### src/dda_pkg.sv
package dda_pkg;

   localparam int COORD_W   = 6;
   localparam int GRID_SIZE = 64;

   typedef enum logic [0:0] {
      CTRL_IDLE,
      CTRL_RUN
   } ctrl_state_type;

   typedef struct packed {
      logic load;
      logic step;
   } dda_cmd_type;

   typedef struct packed {
      logic n_zero;
      logic step_last;
      logic out_free;
   } dda_status_type;

   // coordinates at or beyond the grid edge saturate to the last column or row
   function automatic logic [COORD_W-1:0] clamp_coord(input logic [COORD_W-1:0] v);
      logic [COORD_W-1:0] r;
      r = v;
      if (int'(v) > GRID_SIZE - 1) begin
         r = COORD_W'(GRID_SIZE - 1);
      end
      return r;
   endfunction

endpackage

### src/dda_line_point_generator.sv
// DDA line point generator: takes one segment (start and end grid coordinates) per
// transaction and emits the points start + i*(end-start)/n for i = 1..n, with n the
// larger of the absolute x and y spans and the quotient truncated toward zero; the
// start point is not emitted, the final point has rsp_last set, and a segment with
// identical endpoints gives no points. Points come one per cycle from a running
// quotient/remainder update, as long as the result channel does not stall; a new
// segment is accepted only once the previous one has issued its last point, which
// may still be waiting in the output register.
module dda_line_point_generator (
   input  logic                        clock,
   input  logic                        reset,
   input  logic                        req_valid,
   output logic                        req_ready,
   input  logic [dda_pkg::COORD_W-1:0] req_x_start,
   input  logic [dda_pkg::COORD_W-1:0] req_y_start,
   input  logic [dda_pkg::COORD_W-1:0] req_x_end,
   input  logic [dda_pkg::COORD_W-1:0] req_y_end,
   output logic                        rsp_valid,
   input  logic                        rsp_ready,
   output logic [dda_pkg::COORD_W-1:0] rsp_point_x,
   output logic [dda_pkg::COORD_W-1:0] rsp_point_y,
   output logic                        rsp_last
);
   import dda_pkg::*;

   dda_cmd_type    cmd;
   dda_status_type status;

   dda_ctrl u_ctrl (
      .clock     (clock),
      .reset     (reset),
      .req_valid (req_valid),
      .req_ready (req_ready),
      .status    (status),
      .cmd       (cmd)
   );

   dda_datapath u_datapath (
      .clock       (clock),
      .reset       (reset),
      .cmd         (cmd),
      .status      (status),
      .req_x_start (req_x_start),
      .req_y_start (req_y_start),
      .req_x_end   (req_x_end),
      .req_y_end   (req_y_end),
      .rsp_valid   (rsp_valid),
      .rsp_ready   (rsp_ready),
      .rsp_point_x (rsp_point_x),
      .rsp_point_y (rsp_point_y),
      .rsp_last    (rsp_last)
   );

endmodule

### src/dda_ctrl.sv
module dda_ctrl (
   input  logic                    clock,
   input  logic                    reset,
   input  logic                    req_valid,
   output logic                    req_ready,
   input  dda_pkg::dda_status_type status,
   output dda_pkg::dda_cmd_type    cmd
);
   import dda_pkg::*;

   ctrl_state_type state_ff;
   ctrl_state_type state_in;

   always_ff @(posedge clock) begin
      if (reset) begin
         state_ff <= CTRL_IDLE;
      end else begin
         state_ff <= state_in;
      end
   end

   always_comb begin
      state_in  = state_ff;
      req_ready = 1'b0;
      cmd       = '0;
      case (state_ff)
         CTRL_IDLE: begin
            req_ready = 1'b1;
            if (req_valid) begin
               cmd.load = 1'b1;
               state_in = CTRL_RUN;
            end
         end
         CTRL_RUN: begin
            if (status.n_zero) begin
               // identical endpoints: nothing to emit
               state_in = CTRL_IDLE;
            end else if (status.out_free) begin
               cmd.step = 1'b1;
               if (status.step_last) begin
                  state_in = CTRL_IDLE;
               end
            end
         end
         default: begin
            state_in = CTRL_IDLE;
         end
      endcase
   end

endmodule

### src/dda_datapath.sv
module dda_datapath (
   input  logic                         clock,
   input  logic                         reset,
   input  dda_pkg::dda_cmd_type         cmd,
   output dda_pkg::dda_status_type      status,
   input  logic [dda_pkg::COORD_W-1:0]  req_x_start,
   input  logic [dda_pkg::COORD_W-1:0]  req_y_start,
   input  logic [dda_pkg::COORD_W-1:0]  req_x_end,
   input  logic [dda_pkg::COORD_W-1:0]  req_y_end,
   output logic                         rsp_valid,
   input  logic                         rsp_ready,
   output logic [dda_pkg::COORD_W-1:0]  rsp_point_x,
   output logic [dda_pkg::COORD_W-1:0]  rsp_point_y,
   output logic                         rsp_last
);
   import dda_pkg::*;

   localparam int ACC_W = COORD_W + 1;

   logic [COORD_W-1:0] xs, ys, xe, ye;
   logic               sx_load, sy_load;
   logic [COORD_W-1:0] adx_load, ady_load, n_load;

   logic [COORD_W-1:0] px_ff, py_ff;
   logic [COORD_W-1:0] pt_x_ff, pt_y_ff;
   logic [COORD_W-1:0] adx_ff, ady_ff, n_ff, i_ff;
   logic [COORD_W-1:0] rx_ff, ry_ff;
   logic               sx_ff, sy_ff;
   logic               last_ff;
   logic               valid_ff;

   logic [ACC_W-1:0]   rx_sum, ry_sum;
   logic               cx, cy;
   logic [COORD_W-1:0] rx_in, ry_in, px_in, py_in, i_in;
   logic               last_in;

   always_comb begin
      xs = clamp_coord(req_x_start);
      ys = clamp_coord(req_y_start);
      xe = clamp_coord(req_x_end);
      ye = clamp_coord(req_y_end);
      sx_load  = (xe < xs);
      sy_load  = (ye < ys);
      adx_load = sx_load ? (xs - xe) : (xe - xs);
      ady_load = sy_load ? (ys - ye) : (ye - ys);
      n_load   = (adx_load > ady_load) ? adx_load : ady_load;
   end

   // running remainder of i*|d|/n; at most one carry per step since |d| <= n
   always_comb begin
      rx_sum = {1'b0, rx_ff} + {1'b0, adx_ff};
      ry_sum = {1'b0, ry_ff} + {1'b0, ady_ff};
      cx     = (rx_sum >= {1'b0, n_ff});
      cy     = (ry_sum >= {1'b0, n_ff});
      rx_in  = cx ? COORD_W'(rx_sum - {1'b0, n_ff}) : COORD_W'(rx_sum);
      ry_in  = cy ? COORD_W'(ry_sum - {1'b0, n_ff}) : COORD_W'(ry_sum);
      px_in  = px_ff;
      py_in  = py_ff;
      if (cx) begin
         px_in = sx_ff ? (px_ff - COORD_W'(1)) : (px_ff + COORD_W'(1));
      end
      if (cy) begin
         py_in = sy_ff ? (py_ff - COORD_W'(1)) : (py_ff + COORD_W'(1));
      end
      i_in    = i_ff + COORD_W'(1);
      last_in = (i_in == n_ff);
   end

   // the output register is kept apart from the running point so a new segment
   // can load while the last point of the previous one still waits
   always_ff @(posedge clock) begin
      if (cmd.load) begin
         px_ff   <= xs;
         py_ff   <= ys;
         adx_ff  <= adx_load;
         ady_ff  <= ady_load;
         sx_ff   <= sx_load;
         sy_ff   <= sy_load;
         n_ff    <= n_load;
         rx_ff   <= '0;
         ry_ff   <= '0;
         i_ff    <= '0;
      end else if (cmd.step) begin
         px_ff   <= px_in;
         py_ff   <= py_in;
         pt_x_ff <= px_in;
         pt_y_ff <= py_in;
         rx_ff   <= rx_in;
         ry_ff   <= ry_in;
         i_ff    <= i_in;
         last_ff <= last_in;
      end
   end

   always_ff @(posedge clock) begin
      if (reset) begin
         valid_ff <= 1'b0;
      end else if (cmd.step) begin
         valid_ff <= 1'b1;
      end else if (rsp_ready) begin
         valid_ff <= 1'b0;
      end
   end

   assign status.n_zero    = (n_ff == '0);
   assign status.step_last = last_in;
   assign status.out_free  = !valid_ff || rsp_ready;

   assign rsp_valid   = valid_ff;
   assign rsp_point_x = pt_x_ff;
   assign rsp_point_y = pt_y_ff;
   assign rsp_last    = last_ff;

endmodule

### config.mk
export PLATFORM = sky130hd
export DESIGN_NAME = dda_line_point_generator
export DESIGN_NICKNAME = d
export VERILOG_FILES = /design/src/dda_pkg.sv /design/src/dda_line_point_generator.sv /design/src/dda_ctrl.sv /design/src/dda_datapath.sv
export SDC_FILE = /design/constraint.sdc
export NUM_CORES = 1
export LEC_CHECK = 0
export ABC_CLOCK_PERIOD_IN_PS = 4150
export BUFFER_PORTS_ARGS = -buffer_cell sky130_fd_sc_hd__clkbuf_2
export CAP_MARGIN = 20
export CORE_ASPECT_RATIO = 1.25
export CORE_MARGIN = 2
export CORE_UTILIZATION = 50
export DETAILED_ROUTE_END_ITERATION = 10
export PLACE_DENSITY = 0.69
export SYNTH_ARGS = -nofsm -noshare
export SYNTH_HDL_FRONTEND = slang
export SYNTH_SLANG_ARGS = --single-unit
### constraint.sdc
create_clock -name clock -period 4.15 [get_ports clock]
set_input_delay 0.6225 -clock clock [delete_from_list [all_inputs] [get_ports clock]]
set_output_delay 0.6225 -clock clock [all_outputs]
set_load 0.05 [all_outputs]
Word-level counts from Yosys, hierarchy flattened

Cells that the tools add are included.

Output and inout port bits: 15
Flip-flop bits (word level): 65

Eq/ne operators: 1
Magnitude comparators: 5
Muxes and demuxes: 25
Bitwise operators: 2
Add/subtract/negate cells: 13
Reduce and logical (&&, ||, !) cells: 6

Operators by type and width:

| cell                                                               | number |
|---|---|
| 6-bit two-way mux                                                  | 13 |
| 6-bit subtractor                                                   | 6 |
| 6-bit by 1-bit adder with 6-bit output, second input constant      | 3 |
| 6-bit by 6-bit adder with 7-bit output                             | 2 |
| 7-bit by 6-bit greater-or-equal comparator with 1-bit output       | 2 |
| 6-bit less-than comparator                                         | 2 |
| 6-bit by 1-bit subtractor with 6-bit output, second input constant | 2 |
| 1-bit two-way mux                                                  | 11 |
| 6-bit equality test                                                | 1 |
| 6-bit greater-than comparator                                      | 1 |
| 6-bit zero test                                                    | 1 |
| 2-bit nonzero test                                                 | 2 |
| 1-bit NOT                                                          | 2 |
| 1-bit case mux with 2 select lines                                 | 1 |
| 2-bit AND reduction                                                | 1 |
| 1-bit zero test                                                    | 1 |
| 1-bit logical OR                                                   | 1 |

Depth between registers and ports, before layout

Gate-level depths: netlist of the first run.

Word-level depth: 7
Mapped depth: 16
Gate-level depth less buffers: 15

Hierarchy

From an unflattened synthesis of the first run, not the netlist that was laid out.

Cell total of the unflattened synthesis: 498
Area total of the unflattened synthesis: 5076.1 um^2

Modules (own cells, without submodules):

| module       | area each (um^2) | times used | cells each |
|---|---|---|---|
| dda_datapath | 5018.6           | 1          | 490 |
| dda_ctrl     | 57.6             | 1          | 8 |

Worst setup path after synthesis of the first run

OpenSTA, ideal clock, no wires.

Path type: in2reg
Start point: in req_y_end[0] in the netlist's numbering
End point: reg u_datapath.n_ff[2] (data pin)
Arrival: 3296 ps
Buffers on the path: 1
Stages on the path: 15
Setup time: 280 ps
Path slack: 574 ps
Data required time: 3870 ps
Cells stage by stage: inv_1 > ha_1 > inv_1 > fa_1 > a21o_1 > a21oi_1 > o21a_1 > buf_2 > mux2i_1 > xor2_1 > ha_1 > nand4_1 > o22ai_1 > a21oi_1 > mux2i_1

Word-level cells in the longest chain between the ends: 4
Elaborated cells between the ends (all ways): 6
Those cells by class: add/sub (2); order compare (2); mux (2)

RTL lines:

| what                           | line                           | text |
|---|---|---|
| start, declared                | dda_line_point_generator.sv:17 | `input logic [dda_pkg::COORD_W-1:0] req_y_end,` |
| 6-bit less-than comparator *   | dda_datapath.sv:43             | `sy_load = (ye < ys);` |
| named net u_datapath.sy_load   | dda_datapath.sv:21             | `logic sx_load, sy_load;` |
| 6-bit two-way mux *            | dda_datapath.sv:45             | `ady_load = sy_load ? (ys - ye) : (ye - ys);` |
| 6-bit greater-than comparator  | dda_datapath.sv:46             | `n_load = (adx_load > ady_load) ? adx_load : ady_load;` |
| 6-bit two-way mux *            | dda_datapath.sv:46             |  |
| named net u_datapath.n_load[2] | dda_datapath.sv:22             | `logic [COORD_W-1:0] adx_load, ady_load, n_load;` |
| end signal, assigned           | dda_datapath.sv:79             | `n_ff <= n_load;` |
| end, declared                  | dda_datapath.sv:26             | `logic [COORD_W-1:0] adx_ff, ady_ff, n_ff, i_ff;` |

The timed path passes the listed nets; every way through them passes the cells marked *.
A chain may end at the register's enable or synchronous reset.

Worst setup path after layout of the first run

Start point: reg u_datapath.ady_ff[0]
End point: reg u_datapath.py_ff[4] (data pin)

Word-level cells in the longest chain between the ends: 5

RTL lines:

| what                                                         | line               | text |
|---|---|---|
| start, declared                                              | dda_datapath.sv:26 |  |
| start signal, assigned                                       | dda_datapath.sv:76 | `ady_ff <= ady_load;` |
| 6-bit by 6-bit adder with 7-bit output                       | dda_datapath.sv:52 | `ry_sum = {1'b0, ry_ff} + {1'b0, ady_ff};` |
| 7-bit by 6-bit greater-or-equal comparator with 1-bit output | dda_datapath.sv:54 | `cy = (ry_sum >= {1'b0, n_ff});` |
| 6-bit two-way mux                                            | dda_datapath.sv:62 | `if (cy) begin` |
| named net u_datapath.py_in[4]                                | dda_datapath.sv:34 | `logic [COORD_W-1:0] rx_in, ry_in, px_in, py_in, i_in;` |
| 6-bit two-way mux                                            | dda_datapath.sv:83 | `end else if (cmd.step) begin` |
| 6-bit two-way mux                                            | dda_datapath.sv:72 | `if (cmd.load) begin` |
| end signal, assigned                                         | dda_datapath.sv:74 | `py_ff <= ys;` |
| end signal, assigned                                         | dda_datapath.sv:85 | `py_ff <= py_in;` |
| end, declared                                                | dda_datapath.sv:24 | `logic [COORD_W-1:0] px_ff, py_ff;` |

The timed path passes the listed nets, and every way through them passes these cells. The select of a mux whose other input is x is not followed.

==> impl_metrics.json, run 1 <==
{
  "clk_latency_ns": 0.34,
  "ys_async_sr_fraction_pct": 0,
  "whs_path_depth": 2,
  "groute.usage.overall_pct": 21.03,
  "grt_pass1_vias": 3736,
  "ioPinCount": 43,
  "diodes": 0,
  "synth-seq-cells": 65,
  "nets": 630,
  "fp.dieW_um": 93.24,
  "total_leakage_power_nw": 2.609,
  "syn_inst": 482,
  "via_per_inst": 5.551,
  "synth_edf_count": 45,
  "cts.clk_slew.worst_paths_ns": 0.06,
  "crit_path_end_kind": "register",
  "final_cell_area_mm2": 0.005652,
  "dieArea_mm2": 0.01077,
  "p_total_mw": 4.953,
  "dieHeight_um": 115.6,
  "globalRouteOverflowTotal": 0,
  "skew_ns": 0.007562,
  "port-buffer-count": 42,
  "fillers": 839,
  "criticalPathCategory": "reg -> reg",
  "vias": 3675,
  "relSlewSlack_pct": 49.93,
  "final_max_slew_viol_count": 0,
  "syn_area_mm2": 0.004977,
  "tightest_slew_ns": 0.7502,
  "clockBufferDepth": 2,
  "placed_area_mm2": 0.005330,
  "ys_seq_area_share_pct": 35.19,
  "path_max_fanout": 8,
  "synthDistinctLibCells": 47,
  "start_util_pct": 51.53,
  "cp.arrival_ns": 3.71,
  "cts_setup_buffers": 0,
  "drt_iter0_markers": 100,
  "gp_congestion": 0.8610,
  "core_area_mm2": 0.009659,
  "tns_ns": 0,
  "finalSetupViolations": 0,
  "peakVddDrop_v": 0.0004811,
  "cpPeakStageDelay_ns": 0.54,
  "cts_buffers": 9,
  "synth_warnings": 0,
  "synthFlopType": "edfxtp_1",
  "cts_resized": 0,
  "firstDrtPassIters": 5,
  "cts_tree": "built",
  "dp_hpwl_um": 8102,
  "cts_hold_buf": 0,
  "drive_gt1_share_pct": 16.42,
  "reg2regPathDepth": 11,
  "detail-route-antenna-nets": 0,
  "grt_max_degree": 28,
  "synth.net_count": 581,
  "rows": 40,
  "drt-total-wl_um": 10620,
  "syn2layout_area_growth_pct": 13.55,
  "power.density_mw_per_mm2": 876.4,
  "cts_root_buffer": "clkbuf_16",
  "ff2ff_setup_slack_ns": 0.53,
  "drc_errors": 0,
  "numClockSinks": 65,
  "status": "finished, final reports clean",
  "final_hold_viol_count": 0,
  "fin_crit_sh_pct": 87.17,
  "cp_cell_sequence": "ha_1 -> fa_1 -> a21o_1 -> a21oi_1 -> xnor2_1 -> ha_1 -> a21oi_1 -> o21ai_0 -> a21oi_2 -> mux2_2 -> mux2_2",
  "hold_path_class": "in -> reg",
  "fmax_mhz": 276.4,
  "antenna_found_initial": 0,
  "whs_ns": 0.4531,
  "wl_per_cell_um": 16.05,
  "drv_cap": 0,
  "slowest_stage": "a21oi_2",
  "rsz0062_at_grt": "no",
  "postSynthAreaPerCell_um2": 10.33,
  "htree_levels": 3,
  "grt_first_pass_wirelength_um": 17460,
  "required_ns": 4.24,
  "period_needed_ns": 3.617,
  "worstSetupStartpointType": "register"
}
-- layer usage --
layer  wire [um]  GRT usage (%)  up-vias  part of all wire [%]
li1            -              -     1841                     -
met1        4565          24.29     1733                    43
met2        5327          36.50       72                    50
met3         346          4.746       29                   3.3
met4         383          10.78        0                   3.6
met5           0              0        -                     0
-- final timing paths --
check | from | endpoint
max | u_datapath.ady_ff[0] | u_datapath.py_ff[4]
min | reset | u_datapath.rsp_valid
max reg2reg | u_datapath.ady_ff[0] | u_datapath.py_ff[4]
min reg2reg | u_datapath.rx_ff[0] | u_datapath.rx_ff[0]
-- synthesized netlist by cell type, types with 3 or more instances --
cell      instances  area (um2)
a211oi_1          6       45.04
a21o_1           16       120.1
a21oi_1          33       165.2
a221oi_1          4       35.03
and2_1            3       18.77
buf_2             3       15.01
clkbuf_1          4       15.01
dfxtp_1          20       400.4
edfxtp_1         45        1351
fa_1             10       200.2
ha_1             61       763.2
inv_1            59       221.5
mux2_2           14       157.7
mux2_4            6       90.09
mux2i_1          23       230.2
nand2_1          15       56.30
nand2b_1          4       25.02
nand3_1          19       95.09
nor2_1            8       30.03
nor2b_1           6       37.54
o21a_1            3       22.52
o21ai_0          40       200.2
o21bai_1          8       60.06
o31ai_1           3       22.52
xnor2_1          27       236.5
xor2_1           13       113.9
-- power by group --
| group | switching [mW] | internal (mW) | leakage (nW) |
|---|---|---|---|
| Combinational | 1.58 | 1.34 | 1.86 |
| Clock | 0.304 | 0.528 | 0.149 |
| Sequential | 0.145 | 1.05 | 0.597 |
| Total | 2.03 | 2.92 | 2.61 |
-- sequential cells by signal (all words and copies together), names as in the netlist, 6 cells and up --
register and cells:
u_datapath.n_ff 6, u_datapath.adx_ff 6, u_datapath.rx_ff 6, u_datapath.rsp_point_x 6
u_datapath.ady_ff 6, u_datapath.px_ff 6, u_datapath.ry_ff 6, u_datapath.rsp_point_y 6
u_datapath.py_ff 6, u_datapath.i_ff 6
-- critical path, delay by kind of cell, from the launching register on --
kind	cells	cell delay [ns]
xor+xnor	1	0.16
mux	2	0.68
compound gates	5	1.17
flops	1	0.37
fa+ha+maj	3	0.99
-- cell families after synthesis --
group,Yosys count,synth area share (%)
mux,43,9.603
simple gates,65,6.561
xor+xnor,40,7.039
compound gates,130,16.74
buf+inv,68,5.505
fa+ha+maj,71,19.36
flops,65,35.19
-- area by class of cell --
class	count	area [um2]	area share [%]
sequential	65	1752	30.99
clock buffer	10	229.0	4.051
inverter	59	221.5	3.919
timing repair buffer	47	247.7	4.383
clock inverter	6	92.59	1.638
tap	126	157.7	2.789
multi-input combinational	349	2952	52.22
-- per-stage QoR --
step / std cells / setup WS (ns) / util (%)
finish: 662 / 0.5325 / 58.51
global route: 662 / 0.3305 / 58.51
CTS: 662 / 0.5279 / 58.51
detailed placement: 646 / 0.2995 / 55.18
global placement: 646 / 0.4558 / 55.18
floorplan: 482 / 0.5736 / -
-- layout by cell type (no fill, tap or decap), types with 2 or more instances in the layout --
cell and instances:
ha_1 61, inv_1 59, edfxtp_1 45, clkbuf_2 42
o21ai_0 40, a21oi_1 33, xnor2_1 27, mux2i_1 23
dfxtp_1 20, nand3_1 19, a21o_1 16, nand2_1 15
mux2_2 14, xor2_1 13, fa_1 10, clkbuf_16 9
o21bai_1 8, nor2_1 8, a211oi_1 6, nor2b_1 6
mux2_4 6, buf_4 5, a221oi_1 4, nand2b_1 4
o21a_1 3, and2_1 3, o31ai_1 3, nand4_1 2
a31oi_1 2, a211o_1 2, a21oi_2 2, or2_2 2
nor3_1 2, a2bb2oi_1 2, clkinv_4 2, clkinvlp_4 2
bufinv_16 2
Note: power is estimated with default switching activity, not from simulation.
==> run 2, diff against run 1 <==
--- a/config.mk
+++ b/config.mk
@@ -6,13 +6,13 @@
 export NUM_CORES = 1
 export LEC_CHECK = 0
 export ABC_CLOCK_PERIOD_IN_PS = 4150
-export BUFFER_PORTS_ARGS = -buffer_cell sky130_fd_sc_hd__clkbuf_2
+export BUFFER_PORTS_ARGS = -buffer_cell sky130_fd_sc_hd__buf_4
 export CAP_MARGIN = 20
 export CORE_ASPECT_RATIO = 1.25
 export CORE_MARGIN = 2
 export CORE_UTILIZATION = 50
 export DETAILED_ROUTE_END_ITERATION = 10
-export PLACE_DENSITY = 0.69
+export PLACE_DENSITY = 0.66
 export SYNTH_ARGS = -nofsm -noshare
 export SYNTH_HDL_FRONTEND = slang
 export SYNTH_SLANG_ARGS = --single-unit
==> impl_metrics.json, run 2 (synthesized netlist as in run 1, its figures left out) <==
{
  "power.density_mw_per_mm2": 858.8,
  "final_max_slew_viol_count": 0,
  "hold_path_class": "in -> reg",
  "r2r_start": "u_datapath.adx_ff[0]",
  "relSlewSlack_pct": 46.84,
  "skew_ns": 0.007131,
  "worstSetupStartpointType": "input pin",
  "detail-route-antenna-nets": 0,
  "instances_no_fill": 662,
  "drive_gt1_share_pct": 16.23,
  "numClockSinks": 65,
  "rsz0062_at_grt": "no",
  "p_int_mw": 2.898,
  "cts_root_buffer": "clkbuf_16",
  "fmax_mhz": 276.2,
  "finalSetupViolations": 0,
  "rows": 40,
  "p_clk_share_pct": 15.2,
  "ioPinCount": 43,
  "total_leakage_power_nw": 2.627,
  "wl_per_cell_um": 15.94,
  "cp_cell_sequence": "buf_4 -> inv_1 -> ha_1 -> inv_1 -> fa_1 -> a21o_1 -> a21oi_1 -> o21a_1 -> mux2i_1 -> xnor2_1 -> ha_1 -> o21a_1 -> o22ai_1 -> a21oi_1 -> buf_4 -> mux2i_1",
  "fillers": 821,
  "firstDrtPassIters": 4,
  "cts_buffers": 9,
  "drt-total-wl_um": 10560,
  "dp_hpwl_um": 8016,
  "fin_crit_sh_pct": 87.23,
  "critPathLaunch": "req_y_end[0]",
  "dieHeight_um": 115.6,
  "ff2ff_setup_slack_ns": 0.60,
  "tns_ns": 0,
  "fp.dieW_um": 93.24,
  "cts.clk_slew.worst_paths_ns": 0.06,
  "status": "finished, final reports clean",
  "final_hold_viol_count": 0,
  "p_seq_share_pct": 24.2,
  "via_per_inst": 5.547,
  "criticalPathCategory": "in -> reg",
  "timing.final.ws_setup_ns": 0.5299,
  "crit_family": "compound AO/OA/AOI/OAI gates",
  "peakVddDrop_v": 0.0004237,
  "reg2regPathDepth": 11,
  "mostFrequentLayoutCell": "ha_1",
  "core_area_mm2": 0.009659,
  "layout_common_cells": "ha_1, inv_1, buf_4",
  "drc_errors": 0,
  "slowest_stage": "xnor2_1",
  "period_needed_ns": 3.620,
  "swShare_pct": 41.05,
  "path_max_fanout": 8,
  "cpPeakStageDelay_ns": 0.40,
  "comb_power_share_pct": 60.6,
  "pre_cts_slack_ns": 0.2794,
  "cts_tree": "built",
  "whs_ns": 0.4453,
  "cts_hold_buf": 0,
  "clockBufferDepth": 2,
  "grt_first_pass_wirelength_um": 17360,
  "antenna_found_initial": 0,
  "clk_latency_ns": 0.33,
  "syn2layout_area_growth_pct": 15.01,
  "path_depth": 16,
  "critPathCapture": "u_datapath.n_ff[3]",
  "gp_congestion": 0.8337,
  "grt_pass1_vias": 3697,
  "dieArea_mm2": 0.01077,
  "htree_levels": 3,
  "globalRouteOverflowTotal": 0,
  "grt_max_degree": 37,
  "required_ns": 4.21,
  "groute.usage.overall_pct": 20.82,
  "place_inst": 646,
  "cts_setup_buffers": 0,
  "cts_resized": 0,
  "port-buffer-count": 42,
  "start_util_pct": 51.53,
  "tightest_slew_ns": 0.7955,
  "diodes": 0,
  "vias": 3672,
  "cp.buffers_inverters": 4,
  "drv_cap": 0,
  "r2r-end": "u_datapath.px_ff[4]",
  "nets": 630,
  "p_total_mw": 4.916,
  "p_switching_mw": 2.018,
  "crit_path_end_kind": "register",
  "cp.arrival_ns": 3.68,
  "drt_iter0_markers": 100
}
==> run 2: cell types whose count changed in the layout (fill, tap and decap cells not counted) <==
cell	change
buf_4	+42
bufinv_16	-1
clkbuf_1	+1
clkbuf_2	-42
clkinv_2	+2
clkinv_4	-1
clkinvlp_4	-1
==> run 2: worst min path at each step <==
| stage | start | to | depth (start not counted) |
|---|---|---|---|
| detailed placement | u_datapath.ry_ff[5] | u_datapath.ry_ff[5] | 2 |
| finish | reset | u_datapath.rsp_valid | 2 |
| global placement | u_datapath.rx_ff[3] | u_datapath.rx_ff[3] | 2 |
| floorplan | u_datapath.ry_ff[5] | u_datapath.ry_ff[5] | 2 |
| global route | reset | u_datapath.rsp_valid | 2 |
| CTS | reset | u_datapath.rsp_valid | 2 |
==> run 2: layer usage <==
metal	part of all wire (%)	track usage (%)	vias up
met5	0	0	-
met4	3.2	9.510	0
met3	2.7	3.966	21
met2	51	36.74	64
met1	43	24.47	1747
li1	-	-	1840
==> run 2: power groups by stage <==
stage / registers (mW) / logic [mW] / clock network, mW
6_report: 1.19 / 2.98 / 0.749
5_1_grt: 1.21 / 3.29 / 0.789
4_1_cts: 1.19 / 2.99 / 0.759
3_5_place_dp: 1.20 / 2.96 / 0
3_3_place_gp: 1.19 / 2.89 / 0
2_1_floorplan: 1.37 / 2.21 / 0
==> run 2: area by class of cell <==
| type | count | area (um2) | area share (%) |
|---|---|---|---|
| inverter | 59 | 221.5 | 3.869 |
| tap | 126 | 157.7 | 2.754 |
| clock buffer | 11 | 232.7 | 4.066 |
| timing repair buffer | 47 | 352.8 | 6.164 |
| clock inverter | 5 | 56.30 | 0.9836 |
| multi-input combinational | 349 | 2952 | 51.56 |
| sequential | 65 | 1752 | 30.60 |
==> run 2: per-stage QoR <==
stage                     utilization (%)  area (um2)
after floorplan                         -        4977
after global placement              56.27        5435
after detailed placement            56.27        5435
after CTS                           59.26        5724
after global routing                59.26        5724
final                               59.26        5724
